## config.mk

```make
export PLATFORM = sky130hd
export DESIGN_NAME = ticket_reorder_buffer
export DESIGN_NICKNAME = d
export VERILOG_FILES = /design/src/trb_pkg.sv /design/src/trb_slot_ram.sv /design/src/ticket_reorder_buffer.sv
export SDC_FILE = /design/constraint.sdc
export NUM_CORES = 1
export LEC_CHECK = 0
export BUFFER_PORTS_ARGS = -buffer_cell sky130_fd_sc_hd__buf_2
export CAP_MARGIN = 20
export CORE_MARGIN = 10
export CORE_UTILIZATION = 61
export CTS_CLUSTER_SIZE = 16
export DETAILED_ROUTE_END_ITERATION = 8
export GPL_TIMING_DRIVEN = 0
export MAX_ROUTING_LAYER = met4
export PLACE_DENSITY = 0.81
export SYNTH_ARGS = -nofsm -noshare
export SYNTH_HDL_FRONTEND = slang
export SYNTH_SLANG_ARGS = --single-unit
export TNS_END_PERCENT = 100
```

## constraint.sdc

```tcl
create_clock -name clock -period 6 [get_ports clock]
set_input_delay 0.9 -clock clock [delete_from_list [all_inputs] [get_ports clock]]
set_output_delay 0.9 -clock clock [all_outputs]
set_load 0.1 [all_outputs]
```

## src/trb_pkg.sv

```systemverilog
// Shared types and constants of the ticket reorder buffer.
package trb_pkg;

   localparam int REQ_TDATA_WIDTH = 56;
   localparam int RSP_TDATA_WIDTH = 56;
   localparam int PAYLOAD_WIDTH   = 32;
   localparam int TICKET_WIDTH    = 4;
   localparam int STATUS_WIDTH    = 16;

   typedef logic [1:0]                       op_type;
   typedef logic [TICKET_WIDTH-1:0]          ticket_type;
   typedef logic [PAYLOAD_WIDTH-1:0]         payload_type;
   typedef logic signed [STATUS_WIDTH-1:0]   status_type;

   localparam op_type OP_SUBMIT   = 2'd0;
   localparam op_type OP_FETCH    = 2'd1;
   localparam op_type OP_COMPLETE = 2'd2;
   localparam op_type OP_RETIRE   = 2'd3;

   // latched request, ticket kept apart in its reduced form
   typedef struct packed {
      status_type  work_status;
      payload_type payload;
      op_type      operation;
   } req_type;

   // result item, lowest field last
   typedef struct packed {
      logic        empty_res;
      status_type  pool_status;
      payload_type data_out;
      ticket_type  ticket_out;
      logic        accepted;
   } rsp_type;

endpackage

```

## src/trb_slot_ram.sv

```systemverilog
// Single-port-write, registered-read slot memory.
module trb_slot_ram #(
   parameter int DEPTH = 16,
   parameter int WIDTH = 32
) (
   input  logic                                     clock,
   input  logic                                     wr_en,
   input  logic [((DEPTH > 1) ? $clog2(DEPTH) : 1)-1:0] wr_addr,
   input  logic [WIDTH-1:0]                         wr_data,
   input  logic                                     rd_en,
   input  logic [((DEPTH > 1) ? $clog2(DEPTH) : 1)-1:0] rd_addr,
   output logic [WIDTH-1:0]                         rd_data
);

   logic [WIDTH-1:0] mem_ff [DEPTH];
   logic [WIDTH-1:0] rd_data_ff;

   always_ff @(posedge clock) begin
      if (wr_en) begin
         mem_ff[wr_addr] <= wr_data;
      end
      if (rd_en) begin
         rd_data_ff <= mem_ff[rd_addr];
      end
   end

   assign rd_data = rd_data_ff;

endmodule

```

## src/ticket_reorder_buffer.sv

```systemverilog
// Result valid after slot memory read and write-back, later while an earlier result is held.
// One item in work at a time: slot memory read, then decide and write back.
// The input accepts again in the cycle after the write-back, even if the result still waits.
// Reset clears pointers, counts, latched status and the result valid.
// Payload and done memories have no reset: every slot is written by submit before its contents are used.
module ticket_reorder_buffer #(
   parameter int DEPTH      = 16,
   parameter int DATA_WIDTH = 32
) (
   input  logic                                  clock,
   input  logic                                  reset,
   input  logic                                  req_tvalid,
   output logic                                  req_tready,
   // payload[31:0], ticket[35:32], work_status[51:36], zero fill [55:52]
   input  logic [trb_pkg::REQ_TDATA_WIDTH-1:0]   req_tdata,
   // operation[1:0]
   input  logic [1:0]                            req_tuser,
   output logic                                  rsp_tvalid,
   input  logic                                  rsp_tready,
   // accepted[0], ticket_out[4:1], data_out[36:5], pool_status[52:37],
   // empty_res[53], zero fill [55:54]
   output logic [trb_pkg::RSP_TDATA_WIDTH-1:0]   rsp_tdata
);

   localparam int AW = (DEPTH > 1) ? $clog2(DEPTH) : 1;
   localparam int CW = $clog2(DEPTH + 1);
   localparam int TW = (AW > trb_pkg::TICKET_WIDTH) ? AW : trb_pkg::TICKET_WIDTH;
   localparam int XW = (DATA_WIDTH > trb_pkg::PAYLOAD_WIDTH) ?
                       DATA_WIDTH : trb_pkg::PAYLOAD_WIDTH;
   localparam int TK_STEPS = 8;

   localparam logic ST_IDLE = 1'b0;
   localparam logic ST_EXEC = 1'b1;

   logic                 state_ff, state_in;
   trb_pkg::req_type     req_ff, req_in;
   logic [AW-1:0]        tk_ff, tk_in;
   logic [AW-1:0]        issue_ptr_ff, issue_ptr_in;
   logic [AW-1:0]        disp_ptr_ff, disp_ptr_in;
   logic [AW-1:0]        ret_ptr_ff, ret_ptr_in;
   logic [CW-1:0]        inflight_ff, inflight_in;
   logic [CW-1:0]        pending_ff, pending_in;
   trb_pkg::status_type  status_ff, status_in;
   logic                 rsp_valid_ff, rsp_valid_in;
   trb_pkg::rsp_type     rsp_ff, rsp_in;

   logic                 in_fire;
   logic                 exec_fire;
   logic [TW:0]          tk_wide;
   logic [AW-1:0]        rd_addr;
   logic                 pay_wr_en;
   logic                 done_wr_en;
   logic [AW-1:0]        done_wr_addr;
   logic                 done_wr_data;
   logic [DATA_WIDTH-1:0] pay_rd;
   logic                 done_rd;

   logic                 ok;
   logic [AW-1:0]        tout_ptr;
   logic [TW-1:0]        tout_wide;
   logic [XW-1:0]        dout_wide;
   logic                 give_data;
   logic [AW:0]          off_sum;
   logic [AW:0]          offset;
   logic [CW-1:0]        dispatched;

   assign in_fire    = req_tvalid && req_tready;
   assign req_tready = (state_ff == ST_IDLE);
   assign exec_fire  = (state_ff == ST_EXEC) && (!rsp_valid_ff || rsp_tready);

   // ticket mod DEPTH by repeated compare and subtract on a narrow value
   always_comb begin
      tk_wide = (TW + 1)'(req_tdata[35:32]);
      for (int i = 0; i < TK_STEPS; i++) begin
         if (tk_wide >= (TW + 1)'(DEPTH)) begin
            tk_wide = tk_wide - (TW + 1)'(DEPTH);
         end
      end
      tk_in = tk_wide[AW-1:0];
   end

   always_comb begin
      case (req_tuser)
         trb_pkg::OP_FETCH:    rd_addr = disp_ptr_ff;
         trb_pkg::OP_COMPLETE: rd_addr = tk_in;
         trb_pkg::OP_RETIRE:   rd_addr = ret_ptr_ff;
         default:              rd_addr = issue_ptr_ff;
      endcase
   end

   assign req_in = '{work_status: req_tdata[51:36],
                     payload:     req_tdata[31:0],
                     operation:   req_tuser};

   trb_slot_ram #(.DEPTH(DEPTH), .WIDTH(DATA_WIDTH)) u_payload_ram (
      .clock   (clock),
      .wr_en   (pay_wr_en),
      .wr_addr (issue_ptr_ff),
      .wr_data (DATA_WIDTH'(req_ff.payload)),
      .rd_en   (in_fire),
      .rd_addr (rd_addr),
      .rd_data (pay_rd)
   );

   trb_slot_ram #(.DEPTH(DEPTH), .WIDTH(1)) u_done_ram (
      .clock   (clock),
      .wr_en   (done_wr_en),
      .wr_addr (done_wr_addr),
      .wr_data (done_wr_data),
      .rd_en   (in_fire),
      .rd_addr (rd_addr),
      .rd_data (done_rd)
   );

   // window check for complete: ticket must lie among dispatched, unretired slots
   always_comb begin
      off_sum    = {1'b0, tk_ff} + (AW + 1)'(DEPTH) - {1'b0, ret_ptr_ff};
      offset     = (off_sum >= (AW + 1)'(DEPTH)) ? off_sum - (AW + 1)'(DEPTH) : off_sum;
      dispatched = inflight_ff - pending_ff;
   end

   always_comb begin
      ok           = 1'b0;
      tout_ptr     = '0;
      give_data    = 1'b0;
      issue_ptr_in = issue_ptr_ff;
      disp_ptr_in  = disp_ptr_ff;
      ret_ptr_in   = ret_ptr_ff;
      inflight_in  = inflight_ff;
      pending_in   = pending_ff;
      status_in    = status_ff;
      pay_wr_en    = 1'b0;
      done_wr_en   = 1'b0;
      done_wr_addr = tk_ff;
      done_wr_data = 1'b1;
      case (req_ff.operation)
         trb_pkg::OP_SUBMIT: begin
            ok       = (status_ff == '0) && (inflight_ff < CW'(DEPTH));
            tout_ptr = issue_ptr_ff;
            if (ok) begin
               pay_wr_en    = exec_fire;
               done_wr_en   = exec_fire;
               done_wr_addr = issue_ptr_ff;
               done_wr_data = 1'b0;
               issue_ptr_in = (issue_ptr_ff == AW'(DEPTH - 1)) ? '0 : issue_ptr_ff + 1'b1;
               inflight_in  = inflight_ff + 1'b1;
               pending_in   = pending_ff + 1'b1;
            end
         end
         trb_pkg::OP_FETCH: begin
            ok        = (status_ff == '0) && (pending_ff != '0);
            tout_ptr  = disp_ptr_ff;
            give_data = 1'b1;
            if (ok) begin
               disp_ptr_in = (disp_ptr_ff == AW'(DEPTH - 1)) ? '0 : disp_ptr_ff + 1'b1;
               pending_in  = pending_ff - 1'b1;
            end
         end
         trb_pkg::OP_COMPLETE: begin
            ok = (offset < (AW + 1)'(dispatched)) && !done_rd;
            if (ok) begin
               done_wr_en = exec_fire;
               if ((status_ff == '0) && (req_ff.work_status != '0)) begin
                  status_in = req_ff.work_status;
               end
            end
         end
         trb_pkg::OP_RETIRE: begin
            ok        = (inflight_ff != '0) && done_rd;
            give_data = 1'b1;
            if (ok) begin
               ret_ptr_in  = (ret_ptr_ff == AW'(DEPTH - 1)) ? '0 : ret_ptr_ff + 1'b1;
               inflight_in = inflight_ff - 1'b1;
            end
         end
         default: begin
            ok = 1'b0;
         end
      endcase
   end

   always_comb begin
      tout_wide = TW'(tout_ptr);
      dout_wide = XW'(pay_rd);
      rsp_in.accepted    = ok;
      rsp_in.ticket_out  = (ok && !give_data) || (ok && req_ff.operation == trb_pkg::OP_FETCH) ?
                           tout_wide[trb_pkg::TICKET_WIDTH-1:0] : '0;
      rsp_in.data_out    = (ok && give_data) ? dout_wide[trb_pkg::PAYLOAD_WIDTH-1:0] : '0;
      rsp_in.pool_status = status_in;
      rsp_in.empty_res   = (inflight_in == '0);
   end

   always_comb begin
      state_in     = state_ff;
      rsp_valid_in = rsp_valid_ff;
      if (rsp_valid_ff && rsp_tready) begin
         rsp_valid_in = 1'b0;
      end
      if (in_fire) begin
         state_in = ST_EXEC;
      end else if (exec_fire) begin
         state_in     = ST_IDLE;
         rsp_valid_in = 1'b1;
      end
   end

   always_ff @(posedge clock) begin
      if (reset) begin
         state_ff     <= ST_IDLE;
         issue_ptr_ff <= '0;
         disp_ptr_ff  <= '0;
         ret_ptr_ff   <= '0;
         inflight_ff  <= '0;
         pending_ff   <= '0;
         status_ff    <= '0;
         rsp_valid_ff <= 1'b0;
      end else begin
         state_ff     <= state_in;
         rsp_valid_ff <= rsp_valid_in;
         if (exec_fire) begin
            issue_ptr_ff <= issue_ptr_in;
            disp_ptr_ff  <= disp_ptr_in;
            ret_ptr_ff   <= ret_ptr_in;
            inflight_ff  <= inflight_in;
            pending_ff   <= pending_in;
            status_ff    <= status_in;
         end
      end
   end

   always_ff @(posedge clock) begin
      if (in_fire) begin
         req_ff <= req_in;
         tk_ff  <= tk_in;
      end
      if (exec_fire) begin
         rsp_ff <= rsp_in;
      end
   end

   assign rsp_tvalid = rsp_valid_ff;
   assign rsp_tdata  = trb_pkg::RSP_TDATA_WIDTH'(rsp_ff);

endmodule

```

==> impl_metrics.ini, run 1 <==
[drt]
dr.pass1.iters = 6
wl_met3_um = 8149
ant_nets = 0
wl_per_cell_um = 23.96
drc_errors = 0
wl_met1_um = 25700
wl_met2_um = 35070
avgViaCountPerCell = 6.360
vias = 19310
top_layer = met4
drt_iter0_markers = 2882
wl_um = 72740

[floorplanning]
die_y_um = 235.6
start_util_pct = 62.06
die_x_um = 235.6
ioPinCount = 120
std_cell_rows = 78
die_area_um2 = 55490
coreArea_um2 = 45670

[placement]
globalplace.congestion = 0.9532
place_hpwl_um = 47480
io_buffers = 113

[synth]
ys_seq_area_share_pct = 73.70
yosys_warnings = 0
synth_largest_area_cell = edfxtp_1
synthFlopType = edfxtp_1
ys_types = 71
avgSynthCellArea_um2 = 13.04
synth_edf_count = 669
synth_cells = 2173
ys_async_sr_fraction_pct = 0
syn_area_um2 = 28350
yosys-top-cells-area = edfxtp_1 (71%), nand2_1 (9.1%), o211ai_1 (3.5%)
synth-seq-cells = 709
synthDominantCellAreaShare_pct = 70.87

[pwr]
power.share.combinational_pct = 7.4
power.internal_w = 0.007995
power_frac_seq_pct = 53.5
power_density_nw_per_um2 = 323.5
switching_share_pct = 23.70
p_leak_nw = 11.57
ir_worst_vdd_mv = 0.3021
clkPwrFrac_pct = 39.1
p_switching_w = 0.002484

[run_status]
outcome = finished clean

[sta]
skew_ns = 0.02692
setup_tns_ns = 0
grt_setup_unrepaired = false
finalHoldViolations = 0
max_freq_ghz = 0.2602
maxSlewViolCount = 0
relSlewSlack_pct = 23.48
setup-violations-final = 0
min_period_ns = 3.844
period_share_pct = 64.06
worstMarginPinSlew_ns = 1.148
holdWs_ns = 0.4548

[setup_path]
crit_path_end_kind = flip-flop
crit_path_max_fanout = 9
cp.arrival_ns = 4.16
crit_type = flip-flop to flip-flop
cp.required_ns = 6.32
crit_path_start_kind = flip-flop

[final_layout]
fill_cells = 2828
final_common_cell = nand2_1
final_cell_mix = nand2_1 (686), edfxtp_1 (669), nand3_1 (138)
multi_input_area_um2 = 6954
areaGrowthSynthToFinish_pct = 14.28
fin_nets = 2475
seq_area_um2 = 20890
n_antenna_cell = 0
fin_util_pct = 70.92
drive_gt1_share_pct = 11.66

[hold_path]
hold_path_class = primary input to flip-flop

[clock_tree]
cts_made_buffers = 69
cts_setup_buffers = 0
post_cts_resized = 0
root_buffer = clkbuf_16
clock-sinks = 709
postCtsHoldBufs = 0
path_clk_slew_ns = 0.06
htreeDepth = 3
cts_tree = done
clockBufferDepth = 3
clock_latency_ns = 0.62

[global_routing]
grtUsageTotal_pct = 26.45
grt_max_degree = 37
antenna_found_initial = 0
grt_pass1_vias = 19210
grt_pass1_wl_um = 110600
gr-total-overflow = 0

[flow_run]
max_cap_viol_count = 0
## logic make-up after synthesis
kind of cell,Yosys count,synth area share [%]
other,1,0.01323
multiplexers,14,0.6753
flip-flops,709,73.70
adder cells (fa/ha/maj),28,1.315
AND/OR/NAND/NOR,1008,15.34
AO/OA/AOI/OAI,241,6.330
buffers and inverters,158,2.198
XOR/XNOR,14,0.4326
## final cells by class
| class | instances | share of cell area (%) |
|---|---|---|
| Sequential cell | 709 | 64.49 |
| Clock inverter | 38 | 0.9154 |
| Inverter | 27 | 0.3206 |
| Clock buffer | 84 | 5.601 |
| Timing Repair Buffer | 140 | 3.275 |
| Tap cell | 600 | 2.317 |
| Buffer | 131 | 1.615 |
| Multi-Input combinational cell | 1307 | 21.47 |
## per-layer routing
metal  vias up  global-route usage (%)
met4         0                   13.71
met5         -                       -
met2      1472                   42.08
li1       8333                       -
met3       298                   5.188
met1      9206                   31.81
## power groups by stage
stage               clock [W]  sequential (W)  combinational, W
global placement            0         0.00572          0.000728
CTS                   0.00411         0.00561          0.000767
detailed placement          0         0.00571          0.000760
floorplan                   0         0.00585          0.000355
finish                0.00409         0.00561          0.000777
global route          0.00430         0.00562          0.000826
## synth_stat cells (all sizes together) (2+ instances only)
cell	number
nor3b	2
edfxtp	669
a22oi	5
mux2i	10
a21oi	22
mux4	3
or3	3
ha	25
o211ai	133
a31o	2
buf	13
dfxtp	40
a211oi	3
nand4	36
nand2	687
fa	3
a31oi	7
and2	6
xnor2	9
o311ai	2
nor4	10
inv	26
a22o	16
xor2	5
nand3	138
or4	3
clkbuf	118
nor2b	4
nor3	12
nor2	54
nand2b	8
o21bai	2
and3	36
nand3b	4
o31ai	4
o21ai	9
a311oi	2
a21o	24
## metrics by stage
stage / power [W] / area [um2] / worst slack [ns] / instances
after floorplan: 0.006202 / 28350 / 0.7592 / 2174
after global placement: 0.006445 / 29670 / -1.675 / 2887
after detailed placement: 0.006470 / 30280 / 2.010 / 2914
after CTS: 0.01049 / 32390 / 2.177 / 3036
after global routing: 0.01074 / 32390 / 2.060 / 3036
final: 0.01048 / 32390 / 2.156 / 3036
## worst max-delay path, stage by stage (launching register included)
cell and delay (ns):
dfxtp_1 0.33, or4_1 0.62, nand4bb_1 0.23, buf_2 0.23
nor4_4 0.52, nand2_1 0.37, nor3_2 0.82, buf_8 0.24
buf_6 0.18
## final timing paths
path	startpoint	to	slack [ns]	cells past startpoint
max	status_ff[10]	u_payload_ram.mem_ff[2][15]	2.16	8
min	req_tdata[31]	req_ff[33]	0.45	1
max reg2reg	status_ff[10]	u_payload_ram.mem_ff[2][15]	2.16	8
min reg2reg	status_ff[13]	status_ff[13]	0.51	1
## registers in the layout, summed over array words and instances (netlist names), 5 cells and up
name and flops:
u_payload_ram.rd_data 32, inflight_ff 5, status_ff 16, rsp_tdata 54
pending_ff 5, req_ff 50, u_payload_ram.mem_ff 512, u_done_ram.mem_ff 16
(Power assumes the default switching activity.)
==> run 2: changes to the inputs <==
Settings changed: CORE_UTILIZATION 61 to 55, PLACE_DENSITY 0.81 to 0.77.
Clock period 6 ns to 3.2 ns, I/O delays scaled along.
==> run 2 against run 1 <==
Compared with the run above: first-iteration DRC count is 17% lower; die area is 10% higher; clock power is 100% higher; cell area is 2.6% higher; maximum frequency is 20% higher; combinational power is 99% higher; flip-flop and latch count stayed put; via count is 0.66% lower; critical path depth is 1 higher; worst setup slack worse by 2.1 ns; sequential share of layout area is 1.6 points lower.
==> impl_metrics.ini, run 2 (synthesis results as in run 1) <==
[run_status]
outcome = finished clean

[clock_tree]
clockBufferDepth = 3
clock_latency_ns = 0.61
cts_made_buffers = 72
root_buffer = clkbuf_16
postCtsHoldBufs = 0
htreeDepth = 3
path_clk_slew_ns = 0.06
clock-sinks = 709
cts_tree = done

[final_layout]
final_cell_mix = nand2_1 (683), edfxtp_1 (669), nand3_1 (138)
largest_reg_flops = 512
areaGrowthSynthToFinish_pct = 17.28
drive_gt1_share_pct = 14.43
fin_nets = 2510
fin_util_pct = 64.93
final_common_cell = nand2_1
fill_cells = 3431
regMostFlops = u_payload_ram.mem_ff
fin_area_um2 = 33240

[setup_path]
crit_path_start_kind = flip-flop
r2r_start = issue_ptr_ff[0]
crit_type = flip-flop to flip-flop
r2r_end = u_payload_ram.rd_data[8]
crit_path_max_fanout = 10
crit_path_end_kind = flip-flop
cp.arrival_ns = 3.63
ff2ff_path_depth = 9
cp.required_ns = 3.64
reg2reg_slack_ns = 0.008

[floorplanning]
die_x_um = 247.0
ioPinCount = 120
die_y_um = 247.0
std_cell_rows = 83
start_util_pct = 55.37
coreArea_um2 = 51200
die_area_um2 = 61020

[pwr]
p_leak_nw = 11.92
power_density_nw_per_um2 = 609.9
power_w = 0.02027
ir_worst_vdd_mv = 0.4505

[sta]
grt_setup_unrepaired = false
max_freq_ghz = 0.3133
min_period_ns = 3.192
setup_tns_ns = 0
worstMarginPinSlew_ns = 0.9579
setup-violations-final = 0
relSlewSlack_pct = 36.14
skew_ns = 0.02183
period_share_pct = 99.74
maxSlewViolCount = 0
finalHoldViolations = 0

[drt]
wl_met2_um = 36600
wl_met1_um = 27160
wl_per_cell_um = 23.85
drt_iter0_markers = 2405
wl_um = 75250
drc_errors = 0
dr.pass1.iters = 6
vias = 19180
avgViaCountPerCell = 6.080
ant_nets = 0
wl_met3_um = 7919
top_layer = met4

[placement]
place_hpwl_um = 47820
io_buffers = 113
globalplace.congestion = 0.8577
post_dp_cell_area_um2 = 30460

[global_routing]
grtUsageTotal_pct = 25.28
grt_pass1_vias = 19200
grt_max_degree = 43
grt_pass1_wl_um = 113200
antenna_found_initial = 0
gr-total-overflow = 0

[hold_path]
hold_end = req_ff[33]
hold_path_depth = 1
hold_path_class = primary input to flip-flop
hold_start = req_tdata[31]

[flow_run]
max_cap_viol_count = 0
[run 2: cell types whose count changed in the layout (fill, tap and decap cells not counted), moves of 6 or more]
cell	before	now
buf_12	8	16
buf_4	4	29
buf_6	11	3
clkbuf_1	128	114
clkbuf_2	2	11
dfxtp_1	40	34
dfxtp_2	0	6
[run 2: final cells by class]
class                   count  area [um2]  area share, %
repair buffers            172        1489          4.479
flip-flops and latches    709       20900          62.86
well taps                 680       850.8          2.559
clock buffers              85        1882          5.661
inverters                  27       103.9         0.3124
diodes                      1       2.502       0.007528
multi-input cells        1307        7041          21.18
clock inverters            43       394.1          1.186
plain buffers             131       583.1          1.754
[run 2: stage by stage]
stage / setup WS, ns / hold WS (ns) / std cells
final: 0.008465 / 0.03852 / 3155
after global routing: 0.002005 / 0.02484 / 3154
after CTS: 0.002999 / 0.01833 / 3151
after detailed placement: -0.6812 / 0.4943 / 2991
after global placement: -2.006 / 0.4828 / 2967
after floorplan: -0.4218 / 0.4654 / 2174
[run 2: worst max path at each step]
stage	cells past startpoint	from	to	slack [ns]
final	9	issue_ptr_ff[0]	u_payload_ram.rd_data[8]	0.008
after global routing	9	issue_ptr_ff[0]	u_payload_ram.rd_data[8]	0.002
after CTS	12	tk_ff[0]	rsp_tdata[15]	0.003
after detailed placement	12	inflight_ff[0]	rsp_tdata[15]	-0.68
after global placement	6	status_ff[3]	u_payload_ram.mem_ff[10][18]	-2.01
after floorplan	6	status_ff[3]	u_payload_ram.mem_ff[11][0]	-0.42
[run 2: routing by layer]
metal  global-route usage [%]  vias to the layer above
met5                        -                        -
met1                    30.54                     9278
met3                    4.683                      228
met2                    40.69                     1264
li1                         -                     8411
met4                    12.23                        0
[run 2: where the power goes]
part / switching (W) / internal [W]
registers: 0.000163 / 0.0104
logic: 0.00115 / 0.000402
clock network: 0.00350 / 0.00470
[run 2: critical path, stage by stage, from the launching register on]
cell      delay (ns)
dfxtp_1         0.36
clkbuf_1        0.32
mux2i_1         0.16
mux2i_1         0.50
clkbuf_2        0.53
clkbuf_1        0.56
nand2_1         0.16
nand2_1         0.12
o211ai_1        0.10
nand4_1         0.21
[run 2: repair_timing]
action	in CTS	in global routing
endpoints found under the setup margin	520	409
setup buffers	31	3
resized for setup	28	28
cloned	1	0
endpoints found under the hold margin	0	0
pin swaps	16	2
